[src/rtl/msbs_pkg.sv]
`default_nettype none

package msbs_pkg;

	// Default number of blink slots.
	localparam int SLOTS_DEF = 3;

	// Saturating change counter.
	localparam int COUNT_W = 17;
	localparam logic [COUNT_W-1:0] COUNT_MAX = {COUNT_W{1'b1}};

	// Operation codes carried by an input item.
	typedef enum logic [2:0] {
		OP_TICK   = 3'd0,
		OP_SET    = 3'd1,
		OP_REMOVE = 3'd2,
		OP_FORCE  = 3'd3,
		OP_QUERY  = 3'd4
	} op_t;

	// Result kinds.
	localparam logic KIND_EVENT = 1'b0;
	localparam logic KIND_QUERY = 1'b1;

	// Query answers.
	localparam logic [1:0] QS_NONE   = 2'd0;
	localparam logic [1:0] QS_IDLE   = 2'd1;
	localparam logic [1:0] QS_ACTIVE = 2'd2;

	// Sequencer states.
	typedef enum logic [2:0] {
		ST_IDLE,
		ST_READ,
		ST_MUL,
		ST_EXEC,
		ST_DRAIN,
		ST_FLUSH
	} state_t;

	// One slot record as held in the slot memory (the id lives in flip-flops).
	typedef struct packed {
		logic [15:0]        on_time;
		logic [15:0]        dark_time;
		logic [15:0]        delay;
		logic [15:0]        cycle_limit;
		logic [COUNT_W-1:0] count;
		logic [31:0]        start;
		logic               started;
		logic               level;
	} slot_rec_t;

	// One accepted input item.
	typedef struct packed {
		op_t         op;
		logic [7:0]  channel_id;
		logic [15:0] on_time;
		logic [15:0] dark_time;
		logic [15:0] cycle_limit;
		logic [15:0] start_delay;
		logic        force_level;
	} item_t;

	// One result item before the last flag is known.
	typedef struct packed {
		logic       kind;
		logic [7:0] channel;
		logic       level;
		logic [1:0] status;
	} event_t;

	// Everything the step unit hands back to the sequencer.
	typedef struct packed {
		logic      rec_we;
		slot_rec_t rec;
		logic      id_we;
		logic [7:0] id;
		logic      ev0_valid;
		event_t    ev0;
		logic      ev1_valid;
		event_t    ev1;
	} step_out_t;

	// True for the operation codes that mean something.
	function automatic logic op_known(input logic [2:0] code);
		logic known;
		begin
			unique case (code)
				OP_TICK, OP_SET, OP_REMOVE, OP_FORCE, OP_QUERY: known = 1'b1;
				default: known = 1'b0;
			endcase
			return known;
		end
	endfunction

	// Change counter increment that sticks at its maximum.
	function automatic logic [COUNT_W-1:0] count_inc(input logic [COUNT_W-1:0] cnt);
		return (cnt == COUNT_MAX) ? cnt : cnt + COUNT_W'(1);
	endfunction

endpackage

`default_nettype wire

[src/rtl/msbs_cfg.sv]
`default_nettype none

module msbs_cfg (
	input  wire logic        clk,
	input  wire logic        arst_n,
	input  wire logic        psel,
	input  wire logic        penable,
	input  wire logic        pwrite,
	input  wire logic [2:0]  paddr,
	input  wire logic [31:0] pwdata,
	output logic      [31:0] prdata,
	output logic             pready,
	output logic      [15:0] tick_rate
);

	localparam logic [2:0] ADDR_TICK_RATE = 3'd0;

	logic [15:0] tpm_q;
	logic        wr_en;

	assign pready = 1'b1;
	assign wr_en  = psel && penable && pwrite && (paddr == ADDR_TICK_RATE);

	// The single register; writes to other addresses are dropped.
	always_ff @(posedge clk or negedge arst_n) begin
		if (!arst_n) begin
			tpm_q <= '0;
		end else if (wr_en) begin
			tpm_q <= pwdata[15:0];
		end
	end

	// Read back.
	always_comb begin
		prdata = '0;
		if (paddr == ADDR_TICK_RATE) begin
			prdata = {16'd0, tpm_q};
		end
	end

	assign tick_rate = tpm_q;

endmodule

`default_nettype wire

[src/rtl/msbs_slot_mem.sv]
`default_nettype none

module msbs_slot_mem #(
	parameter int SLOTS = msbs_pkg::SLOTS_DEF,
	parameter int IDX_W = (SLOTS > 1) ? $clog2(SLOTS) : 1
) (
	input  wire logic                 clk,
	input  wire logic                 arst_n,
	input  wire logic                 rd_en,
	input  wire logic [IDX_W-1:0]     rd_addr,
	output msbs_pkg::slot_rec_t       rd_rec,
	input  wire logic                 wr_en,
	input  wire logic [IDX_W-1:0]     wr_addr,
	input  wire msbs_pkg::slot_rec_t  wr_rec
);

	msbs_pkg::slot_rec_t slot_mem [SLOTS];
	msbs_pkg::slot_rec_t rdata_s1;
	logic [SLOTS-1:0]    written_q;
	logic                rvalid_s1;

	// Record storage, one write and one registered read per cycle.
	always_ff @(posedge clk) begin
		if (wr_en) begin
			slot_mem[wr_addr] <= wr_rec;
		end
		if (rd_en) begin
			rdata_s1 <= slot_mem[rd_addr];
		end
	end

	// An entry that was never written reads as the reset record.
	always_ff @(posedge clk or negedge arst_n) begin
		if (!arst_n) begin
			written_q <= '0;
			rvalid_s1 <= 1'b0;
		end else begin
			if (wr_en) begin
				written_q[wr_addr] <= 1'b1;
			end
			if (rd_en) begin
				rvalid_s1 <= written_q[rd_addr];
			end
		end
	end

	assign rd_rec = rvalid_s1 ? rdata_s1 : '0;

endmodule

`default_nettype wire

[src/rtl/msbs_step.sv]
`default_nettype none

module msbs_step (
	input  wire msbs_pkg::item_t      item,
	input  wire logic                 found,
	input  wire logic [7:0]           slot_ch,
	input  wire logic [31:0]          tick_now,
	input  wire msbs_pkg::slot_rec_t  rec,
	input  wire logic [31:0]          prod,
	output msbs_pkg::step_out_t       step
);

	logic [31:0]                 elapsed;
	logic                        expired;
	logic                        fire_start;
	logic                        a_level;
	logic [msbs_pkg::COUNT_W-1:0] a_count;
	logic                        phase_done;
	logic                        next_level;
	logic                        keep;
	msbs_pkg::event_t            ev_start;
	msbs_pkg::event_t            ev_phase;

	// Timer compare: the product was formed from the phase that is running.
	assign elapsed = tick_now - rec.start;
	assign expired = (elapsed >= prod);

	// Delay expiry, then a phase end in the same tick.
	assign fire_start = !rec.started && expired;
	assign a_level    = fire_start ? 1'b1 : rec.level;
	assign a_count    = fire_start ? msbs_pkg::count_inc(rec.count) : rec.count;
	// Right after the start the ON phase has zero ticks elapsed.
	assign phase_done = fire_start ? (rec.on_time == 16'd0) : (rec.started && expired);
	assign next_level = a_level ? (rec.dark_time == 16'd0) : 1'b1;
	assign keep       = (rec.cycle_limit != 16'd0) && ({1'b0, rec.cycle_limit} >= a_count);

	always_comb begin
		ev_start = '{kind: msbs_pkg::KIND_EVENT, channel: slot_ch, level: 1'b1,
			status: msbs_pkg::QS_NONE};
		ev_phase = '{kind: msbs_pkg::KIND_EVENT, channel: slot_ch,
			level: keep ? next_level : 1'b0, status: msbs_pkg::QS_NONE};

		step           = '0;
		step.rec       = rec;
		step.id        = slot_ch;

		unique case (item.op)
			// Advance one slot by one tick.
			msbs_pkg::OP_TICK: begin
				if (slot_ch != 8'd0) begin
					step.rec_we      = 1'b1;
					step.rec.started = rec.started | fire_start;
					step.rec.level   = a_level;
					step.rec.count   = a_count;
					if (fire_start) begin
						step.rec.start = tick_now;
					end
					if (phase_done) begin
						step.rec.start = tick_now;
						step.rec.count = msbs_pkg::count_inc(a_count);
						if (keep) begin
							step.rec.level = next_level;
						end else begin
							step.rec.level   = 1'b0;
							step.rec.started = 1'b0;
							step.id_we       = 1'b1;
							step.id          = 8'd0;
						end
					end
					step.ev0_valid = fire_start | phase_done;
					step.ev0       = fire_start ? ev_start : ev_phase;
					step.ev1_valid = fire_start & phase_done;
					step.ev1       = ev_phase;
				end
			end
			// Reload the slot; a zero delay starts it at once.
			msbs_pkg::OP_SET: begin
				if (found) begin
					step.rec_we           = 1'b1;
					step.rec.on_time      = item.on_time;
					step.rec.dark_time    = item.dark_time;
					step.rec.cycle_limit  = item.cycle_limit;
					step.rec.delay        = item.start_delay;
					step.rec.start        = tick_now;
					step.rec.started      = 1'b0;
					step.rec.count        = '0;
					step.id_we            = 1'b1;
					step.id               = item.channel_id;
					if (item.start_delay == 16'd0) begin
						step.rec.started = 1'b1;
						step.rec.level   = 1'b1;
						step.rec.count   = msbs_pkg::COUNT_W'(1);
						step.ev0_valid   = 1'b1;
						step.ev0         = '{kind: msbs_pkg::KIND_EVENT,
							channel: item.channel_id, level: 1'b1, status: msbs_pkg::QS_NONE};
					end
				end
			end
			// Drive off and free the slot.
			msbs_pkg::OP_REMOVE: begin
				if (found) begin
					step.rec_we      = 1'b1;
					step.rec.level   = 1'b0;
					step.rec.started = 1'b0;
					step.rec.count   = msbs_pkg::count_inc(rec.count);
					step.id_we       = 1'b1;
					step.id          = 8'd0;
					step.ev0_valid   = 1'b1;
					step.ev0         = '{kind: msbs_pkg::KIND_EVENT, channel: slot_ch,
						level: 1'b0, status: msbs_pkg::QS_NONE};
				end
			end
			// Drive the requested level.
			msbs_pkg::OP_FORCE: begin
				if (found) begin
					step.rec_we    = 1'b1;
					step.rec.level = item.force_level;
					step.rec.count = msbs_pkg::count_inc(rec.count);
					step.ev0_valid = 1'b1;
					step.ev0       = '{kind: msbs_pkg::KIND_EVENT, channel: slot_ch,
						level: item.force_level, status: msbs_pkg::QS_NONE};
				end
			end
			// Report the slot state; always one answer.
			msbs_pkg::OP_QUERY: begin
				step.ev0_valid = 1'b1;
				step.ev0       = '{kind: msbs_pkg::KIND_QUERY, channel: item.channel_id,
					level: 1'b0,
					status: !found ? msbs_pkg::QS_NONE :
						(rec.started ? msbs_pkg::QS_ACTIVE : msbs_pkg::QS_IDLE)};
			end
			default: begin
			end
		endcase
	end

endmodule

`default_nettype wire

[src/rtl/multi_slot_blink_scheduler_top.sv]
// Flow: an enabled set, remove, force or query item passes the read, multiply, update and
// drain steps and then the flush step, where its last result is presented; a query while
// disabled goes straight to the flush step. Output stalls hold the drain and flush steps.
// A tick item walks every slot in turn through a read, a multiply, an update and a drain step
// on the slot memory; a new item is accepted only once the sequencer is back in idle.
// Reset clears the slot table valid bits, the tick counter and all control state at once;
// items are accepted from the first cycle after reset.
`default_nettype none

module multi_slot_blink_scheduler_top #(
	parameter int SLOTS = msbs_pkg::SLOTS_DEF
) (
	input  wire logic        clk,
	input  wire logic        arst_n,
	// Input items.
	input  wire logic        s_tvalid,
	output logic             s_tready,
	// channel_id[7:0], on_time[23:8], dark_time[39:24], cycle_limit[55:40],
	// start_delay[71:56], force_level[72], zero fill above.
	input  wire logic [79:0] s_tdata,
	// op[2:0].
	input  wire logic [2:0]  s_tuser,
	// Result items.
	output logic             m_tvalid,
	input  wire logic        m_tready,
	// out_channel[7:0], out_level[8], query_status[10:9], zero fill above.
	output logic      [15:0] m_tdata,
	// kind[0].
	output logic             m_tuser,
	output logic             m_tlast,
	// Configuration.
	input  wire logic        psel,
	input  wire logic        penable,
	input  wire logic        pwrite,
	input  wire logic [2:0]  paddr,
	input  wire logic [31:0] pwdata,
	output logic      [31:0] prdata,
	output logic             pready
);

	localparam int IDX_W = (SLOTS > 1) ? $clog2(SLOTS) : 1;
	localparam logic [IDX_W-1:0] LAST_IDX = IDX_W'(SLOTS - 1);

	msbs_pkg::state_t    state_q, state_d;
	logic [15:0]         tpm;
	logic [31:0]         tick_now_q;
	logic [7:0]          id_q [SLOTS];
	logic [IDX_W-1:0]    idx_q;
	logic                found_q;
	msbs_pkg::item_t     item_q;
	msbs_pkg::item_t     in_item;
	msbs_pkg::slot_rec_t rd_rec;
	msbs_pkg::slot_rec_t rec_s2;
	logic [31:0]         prod_s2;
	logic [15:0]         phase_ms;
	msbs_pkg::step_out_t step;
	msbs_pkg::event_t    evb0_q, evb1_q;
	logic [1:0]          ev_n_q;
	msbs_pkg::event_t    pend_q;
	logic                pend_valid_q;
	msbs_pkg::event_t    out_q;
	logic                out_last_q;
	logic                m_tvalid_q;

	logic                accept;
	logic                enabled;
	logic                run_go;
	logic                tick_go;
	logic                dis_query;
	logic                mem_rd;
	logic                mem_we;
	logic                ev_take;
	logic                next_slot;
	logic                out_free;
	logic                out_load;
	logic                out_last_d;
	logic                loc_found;
	logic [IDX_W-1:0]    loc_idx;

	// Register port.
	msbs_cfg u_cfg (
		.clk       (clk),
		.arst_n    (arst_n),
		.psel      (psel),
		.penable   (penable),
		.pwrite    (pwrite),
		.paddr     (paddr),
		.pwdata    (pwdata),
		.prdata    (prdata),
		.pready    (pready),
		.tick_rate (tpm)
	);

	// Unpack the incoming item.
	assign in_item = '{op: msbs_pkg::op_t'(s_tuser), channel_id: s_tdata[7:0],
		on_time: s_tdata[23:8], dark_time: s_tdata[39:24], cycle_limit: s_tdata[55:40],
		start_delay: s_tdata[71:56], force_level: s_tdata[72]};

	assign s_tready = (state_q == msbs_pkg::ST_IDLE);
	assign accept   = s_tvalid && s_tready;
	assign enabled  = (tpm != 16'd0);
	assign run_go   = accept && enabled && msbs_pkg::op_known(s_tuser);
	assign tick_go  = run_go && (in_item.op == msbs_pkg::OP_TICK);

	// Slot lookup: matching id first, else the first free slot.
	always_comb begin
		logic             match_hit;
		logic             free_hit;
		logic [IDX_W-1:0] match_idx;
		logic [IDX_W-1:0] free_idx;
		match_hit = 1'b0;
		free_hit  = 1'b0;
		match_idx = '0;
		free_idx  = '0;
		for (int i = 0; i < SLOTS; i++) begin
			if (!match_hit && (id_q[i] == in_item.channel_id)) begin
				match_hit = 1'b1;
				match_idx = IDX_W'(i);
			end
			if (!free_hit && (id_q[i] == 8'd0)) begin
				free_hit = 1'b1;
				free_idx = IDX_W'(i);
			end
		end
		loc_found = match_hit | free_hit;
		loc_idx   = match_hit ? match_idx : free_idx;
	end

	// Slot record memory.
	msbs_slot_mem #(
		.SLOTS (SLOTS),
		.IDX_W (IDX_W)
	) u_mem (
		.clk     (clk),
		.arst_n  (arst_n),
		.rd_en   (mem_rd),
		.rd_addr (idx_q),
		.rd_rec  (rd_rec),
		.wr_en   (mem_we),
		.wr_addr (idx_q),
		.wr_rec  (step.rec)
	);

	// Length of the running phase in ms, chosen from the fresh record.
	assign phase_ms = !rd_rec.started ? rd_rec.delay :
		(rd_rec.level ? rd_rec.on_time : rd_rec.dark_time);

	// Per-slot update.
	msbs_step u_step (
		.item     (item_q),
		.found    (found_q),
		.slot_ch  (id_q[idx_q]),
		.tick_now (tick_now_q),
		.rec      (rec_s2),
		.prod     (prod_s2),
		.step     (step)
	);

	assign mem_we   = (state_q == msbs_pkg::ST_EXEC) && step.rec_we;
	assign out_free = !m_tvalid_q || m_tready;

	// Sequencer: next state and control strobes.
	always_comb begin
		state_d    = state_q;
		dis_query  = 1'b0;
		mem_rd     = 1'b0;
		ev_take    = 1'b0;
		next_slot  = 1'b0;
		out_load   = 1'b0;
		out_last_d = 1'b0;
		unique case (state_q)
			msbs_pkg::ST_IDLE: begin
				if (run_go) begin
					state_d = msbs_pkg::ST_READ;
				end else if (accept && (in_item.op == msbs_pkg::OP_QUERY)) begin
					dis_query = 1'b1;
					state_d   = msbs_pkg::ST_FLUSH;
				end
			end
			msbs_pkg::ST_READ: begin
				mem_rd  = 1'b1;
				state_d = msbs_pkg::ST_MUL;
			end
			msbs_pkg::ST_MUL: begin
				state_d = msbs_pkg::ST_EXEC;
			end
			msbs_pkg::ST_EXEC: begin
				state_d = msbs_pkg::ST_DRAIN;
			end
			msbs_pkg::ST_DRAIN: begin
				if (ev_n_q == 2'd0) begin
					if ((item_q.op == msbs_pkg::OP_TICK) && (idx_q != LAST_IDX)) begin
						next_slot = 1'b1;
						state_d   = msbs_pkg::ST_READ;
					end else begin
						state_d = msbs_pkg::ST_FLUSH;
					end
				end else if (!pend_valid_q || out_free) begin
					// The held result is known not to be the last one.
					ev_take  = 1'b1;
					out_load = pend_valid_q;
				end
			end
			msbs_pkg::ST_FLUSH: begin
				if (!pend_valid_q) begin
					state_d = msbs_pkg::ST_IDLE;
				end else if (out_free) begin
					out_load   = 1'b1;
					out_last_d = 1'b1;
					state_d    = msbs_pkg::ST_IDLE;
				end
			end
			default: begin
				state_d = msbs_pkg::ST_IDLE;
			end
		endcase
	end

	// Control registers.
	always_ff @(posedge clk or negedge arst_n) begin
		if (!arst_n) begin
			state_q      <= msbs_pkg::ST_IDLE;
			tick_now_q   <= '0;
			idx_q        <= '0;
			found_q      <= 1'b0;
			ev_n_q       <= '0;
			pend_valid_q <= 1'b0;
			m_tvalid_q   <= 1'b0;
			for (int i = 0; i < SLOTS; i++) begin
				id_q[i] <= '0;
			end
		end else begin
			state_q <= state_d;
			if (tick_go) begin
				tick_now_q <= tick_now_q + 32'd1;
				idx_q      <= '0;
			end else if (run_go) begin
				idx_q   <= loc_idx;
				found_q <= loc_found;
			end else if (next_slot) begin
				idx_q <= idx_q + IDX_W'(1);
			end
			if (mem_we && step.id_we) begin
				id_q[idx_q] <= step.id;
			end
			// Event buffer of one slot step.
			if (state_q == msbs_pkg::ST_EXEC) begin
				ev_n_q <= step.ev1_valid ? 2'd2 : (step.ev0_valid ? 2'd1 : 2'd0);
			end else if (ev_take) begin
				ev_n_q <= ev_n_q - 2'd1;
			end
			// One result is held back until it is known whether it is the last.
			if (ev_take || dis_query) begin
				pend_valid_q <= 1'b1;
			end else if (out_load && out_last_d) begin
				pend_valid_q <= 1'b0;
			end
			if (out_load) begin
				m_tvalid_q <= 1'b1;
			end else if (m_tready) begin
				m_tvalid_q <= 1'b0;
			end
		end
	end

	// Payload registers.
	always_ff @(posedge clk) begin
		if (accept) begin
			item_q <= in_item;
		end
		if (state_q == msbs_pkg::ST_MUL) begin
			rec_s2  <= rd_rec;
			prod_s2 <= {16'd0, phase_ms} * {16'd0, tpm};
		end
		if (state_q == msbs_pkg::ST_EXEC) begin
			evb0_q <= step.ev0;
			evb1_q <= step.ev1;
		end else if (ev_take) begin
			evb0_q <= evb1_q;
		end
		if (ev_take) begin
			pend_q <= evb0_q;
		end else if (dis_query) begin
			pend_q <= '{kind: msbs_pkg::KIND_QUERY, channel: in_item.channel_id,
				level: 1'b0, status: msbs_pkg::QS_NONE};
		end
		if (out_load) begin
			out_q      <= pend_q;
			out_last_q <= out_last_d;
		end
	end

	assign m_tvalid = m_tvalid_q;
	assign m_tdata  = {5'd0, out_q.status, out_q.level, out_q.channel};
	assign m_tuser  = out_q.kind;
	assign m_tlast  = out_last_q;

	// A slot step yields at most two results.
	a_ev_bound: assert property (@(posedge clk) disable iff (!arst_n)
		ev_n_q != 2'd3)
		else $error("event buffer overfilled");

	// No result may be left behind when the next item can be accepted.
	a_idle_clean: assert property (@(posedge clk) disable iff (!arst_n)
		(state_q == msbs_pkg::ST_IDLE) |-> (!pend_valid_q && (ev_n_q == 2'd0)))
		else $error("result pending while idle");

	// Time only advances on an accepted tick.
	a_tick_only: assert property (@(posedge clk) disable iff (!arst_n)
		(tick_now_q != $past(tick_now_q)) |-> $past(tick_go))
		else $error("tick counter moved without a tick item");

	// The slot memory is written only in the update step.
	a_write_step: assert property (@(posedge clk) disable iff (!arst_n)
		mem_we |-> ($past(state_q) == msbs_pkg::ST_MUL))
		else $error("slot write outside update step");

endmodule

`default_nettype wire

[config.mk]
export PLATFORM = sky130hd
export DESIGN_NAME = multi_slot_blink_scheduler_top
export DESIGN_NICKNAME = d
export VERILOG_FILES = /design/src/rtl/msbs_pkg.sv /design/src/rtl/msbs_cfg.sv /design/src/rtl/msbs_slot_mem.sv /design/src/rtl/msbs_step.sv /design/src/rtl/multi_slot_blink_scheduler_top.sv
export SDC_FILE = /design/constraint.sdc
export NUM_CORES = 2
export LEC_CHECK = 0
export BUFFER_PORTS_ARGS = -buffer_cell sky130_fd_sc_hd__buf_2
export CAP_MARGIN = 20
export CORE_MARGIN = 5
export CORE_UTILIZATION = 44
export DETAILED_ROUTE_END_ITERATION = 10
export PLACE_DENSITY_LB_ADDON = 0.2
export SYNTH_ARGS = -nofsm -noshare
export SYNTH_HDL_FRONTEND = slang
export SYNTH_SLANG_ARGS = --single-unit
[constraint.sdc]
create_clock -name clk -period 31.5 [get_ports clk]
set_input_delay 3.15 -clock clk [delete_from_list [all_inputs] [get_ports clk]]
set_output_delay 3.15 -clock clk [all_outputs]
set_load 0.01 [all_outputs]
==> impl_results.md <==
- Fin nets: 4,274
- Clock-pin slew on the worst setup and hold paths: 60 ps
- Clock sink total: 815
- CTS tree: yes
- R2R setup slack: 22,150 ps
- Final setup fails: 0
- Post-CTS setup buffers: 0
- Part of the power in registers: 34.9%
- Area grow syn2layout: 11.0%
- Initial antenna violation count: 4
- Iteration-0 DRC Markers: 1,854
- Final Slew Violations: 0
- GRT Overall Usage: 19.2%
- Total power: 0.00480 W
- CORE AREA: 100,000 um2
- Max-Slew Margin vs Limit: 23.6%
- Register area: 24,100 um2
- Clock Latency Late Sink: 670 ps
- Max stage delay cell, worst path: a221oi_1
- Unique cell type count in the Yosys netlist: 79
- Critical Path Fanout Max: 10
- Post-Synthesis Cells: 3,667
- CTS H-Tree Depth: 3
- Post-synth EDFFs: 729
- Int Power: 0.00296 W
- Combinational share of power: 43.3%
- Async SR Flop Fraction: 10.6%
- Clock Skews: 35.5 ps
- Global route overflow: 0
- FILL cells: 8,844
- Die width: 328 um
- Hold-fix buffers at CTS: 0
- Switch share: 38.4%
- Mean post-synth cell area: 12.1 um2
- Final weighted congestion in routability-driven placement: 0.884
- Crit end category: flip-flop
- DRC: 0
- Final antenna-violating net count: 0
- Root buffer cell: clkbuf_16
- Outcome: complete, no violations
- Netlist Area Pre-Place: 44,500 um2
- Initial Utilization: 44.4%
- Critical Path Start Type: flip-flop
- CTS Buf Count: 88
- Power per cell area: 97.2 nW/um2
- Worst slew pin tran: 1150 ps
- Worst hold path class: reg2reg
- First-pass GRT wire length: 161,000 um
- Initial DRT Pass Iterations: 6
- Die H: 328 um
- DP HPWL: 67,700 um
- Clock Path Buffers: 3
- CP peak stage delay: 960 ps
- Total wire length: 103,000 um
- RSZ-0062 raised after global routing: false
- Crit Path Category: reg2reg
- Post-route clock period utilization: 29.7%
- Via count: 27,648
- Lkg Pwr: 19.5 nW
- Syn. warnings: 0
- Endpoints failing hold: 0
- Fmax achieved: 0.107 GHz
- Drt wl/cell: 19.8 um
- Setup TNS: 0 ps
- Number of buffers added on ports: 132
- Vias in the first global route: 28,027
- Area of the multi-input gates: 18,600 um2
- Num ports: 178
- Max_cap viols: 0
- Die ar.: 108,000 um2
- Flops & latches, synth: 815
- Largest net degree at the start of global routing: 109
- Cell mode on critical path: o21ai_0
- Sequential share of the synthesized area: 54.1%
- # resized after CTS: 0
- CP arrival: 9900 ps
- Final core utilization: 49.2%
- DR vias/cell: 5.32
- Worst vdd ir: 0.118 mV
- Synth Flop Type: edfxtp_1
- Required @ worst endpoint: 32,050 ps
- Layout cells sized above 1: 11.9%
- Clk pwr share: 21.7%
- Net Switching: 0.00184 W
- Number of placement rows: 116
- Final Critical Period: 9350 ps
-- area by class of cell --
type	instances	area share [%]
diodes	2	0.0101
multi-input cells	2372	37.6
clock inverters	53	1.12
clock buffers	111	4.82
inverters	322	2.45
repair buffers	165	1.84
flip-flops and latches	815	48.7
well taps	1357	3.44
-- flip-flops by register name (all words and copies together), names as in the netlist, 2 cells and up --
register and cells:
ev_n_q 2, evb0_q 12, evb1_q 9, id_q 24, idx_q 2, item_q 76
m_tdata 11, pend_q 12, prod_s2 32, rec_s2 115, state_q 3, tick_now_q 32
u_cfg.tick_rate 16, u_mem.rdata_s1 115, u_mem.slot_mem 345, u_mem.written_q 3
-- power groups by stage --
stage	Sequential, W	Clock, W	Combinational (W)
CTS	0.00168	0.00107	0.00212
finish	0.00168	0.00104	0.00208
global route	0.00170	0.00112	0.00239
floorplan	0.00162	0	0.00160
global placement	0.00169	0	0.00208
detailed placement	0.00170	0	0.00210
-- synthesized netlist by cell type, drive strengths merged (5+ instances only) --
cell type | instances | area share (%)
o211a | 16 | 0.36
o211ai | 7 | 0.12
and2 | 228 | 3.2
and3 | 13 | 0.18
a211oi | 6 | 0.10
inv | 322 | 2.7
nand4 | 33 | 0.46
a31oi | 9 | 0.14
a21boi | 5 | 0.084
or2 | 12 | 0.17
a21oi | 105 | 1.2
dfrtp | 86 | 4.8
nand2 | 467 | 3.9
buf | 46 | 0.61
or3 | 15 | 0.21
mux2i | 144 | 3.2
o221ai | 7 | 0.14
xor2 | 47 | 0.93
nor3b | 6 | 0.10
or4 | 6 | 0.11
clkbuf | 132 | 1.1
nor2 | 118 | 1.0
a221oi | 6 | 0.12
nand2b | 12 | 0.17
mux2 | 109 | 2.8
xnor2 | 96 | 1.9
a21o | 27 | 0.46
fa | 195 | 8.8
nor2b | 22 | 0.31
o21a | 18 | 0.30
nor4 | 37 | 0.55
o21bai | 16 | 0.27
edfxtp | 729 | 49
a2111oi | 7 | 0.17
nand3 | 47 | 0.53
ha | 190 | 5.3
o21ai | 227 | 2.6
nor3 | 40 | 0.49
a32oi | 5 | 0.098
-- path summary, 6_finish.rpt --
path | start | endpoint | depth (start not counted)
worst max register to register | tick_now_q[1] | id_q[19] | 34
worst min register to register | pend_q[0] | m_tdata[9] | 0
worst min-delay path | pend_q[0] | m_tdata[9] | 0
max in group asynchronous | arst_n | u_mem.rvalid_s1 | 2
min in group asynchronous | arst_n | id_q[7] | 1
worst max-delay path | tick_now_q[1] | id_q[19] | 34
-- metal layers --
layer | GRT usage (%) | share of wire [%] | wire [um] | vias up
li1 | - | - | - | 12968
met2 | 32.0 | 47 | 48800 | 649
met5 | 0 | 0 | 0 | -
met4 | 5.42 | 2.4 | 2420 | 0
met1 | 26.4 | 45 | 46300 | 13878
met3 | 3.03 | 5.1 | 5280 | 153
-- logic make-up after synthesis --
kind of cell | synth area share [%]
AO/OA/AOI/OAI | 6.89
other | 0.0169
multiplexers | 6.00
AND/OR/NAND/NOR | 11.7
buffers and inverters | 4.44
XOR/XNOR | 2.82
adder cells (fa/ha/maj) | 14.1
flip-flops | 54.1
-- critical path: cells and delay by family (launching register included) --
family                     cells  cell delay [ps]
AOI/OAI and AO/OA             18             5800
adders and majority gates      3              910
and+or+nand+nor                7              770
buffers and inverters          3              510
xor gates and xnor gates       2              450
DFF                            1              450
muxes                          1              330
-- through the flow --
| stage | hold slack [ps] | instance area, um2 | worst slack (ps) | std cells |
|---|---|---|---|---|
| 2_1_floorplan | 400 | 44600 | 19160 | 3687 |
| 3_3_place_gp | 401 | 46400 | 22220 | 5030 |
| 3_5_place_dp | 405 | 46400 | 22230 | 5031 |
| 4_1_cts | 420 | 49400 | 22180 | 5195 |
| 5_1_grt | 425 | 49400 | 21410 | 5196 |
| 6_report | 418 | 49400 | 22150 | 5197 |
-- placed cells by master (no fill, tap or decap), types with 26 or more instances in the layout --
cell,instances
xor2_1,47
o21ai_0,218
a21oi_1,104
and2_1,224
nor4_1,35
mux2i_1,144
nor3_1,35
nor2_1,118
buf_4,33
xnor2_1,96
clkinv_2,26
nand2_1,467
mux2_2,109
buf_2,132
inv_1,322
dfrtp_1,83
edfxtp_1,729
ha_1,190
a21o_1,27
nand4_1,33
nand3_1,47
clkbuf_16,89
fa_1,195
No activity file was read; power rests on OpenSTA's default activity.
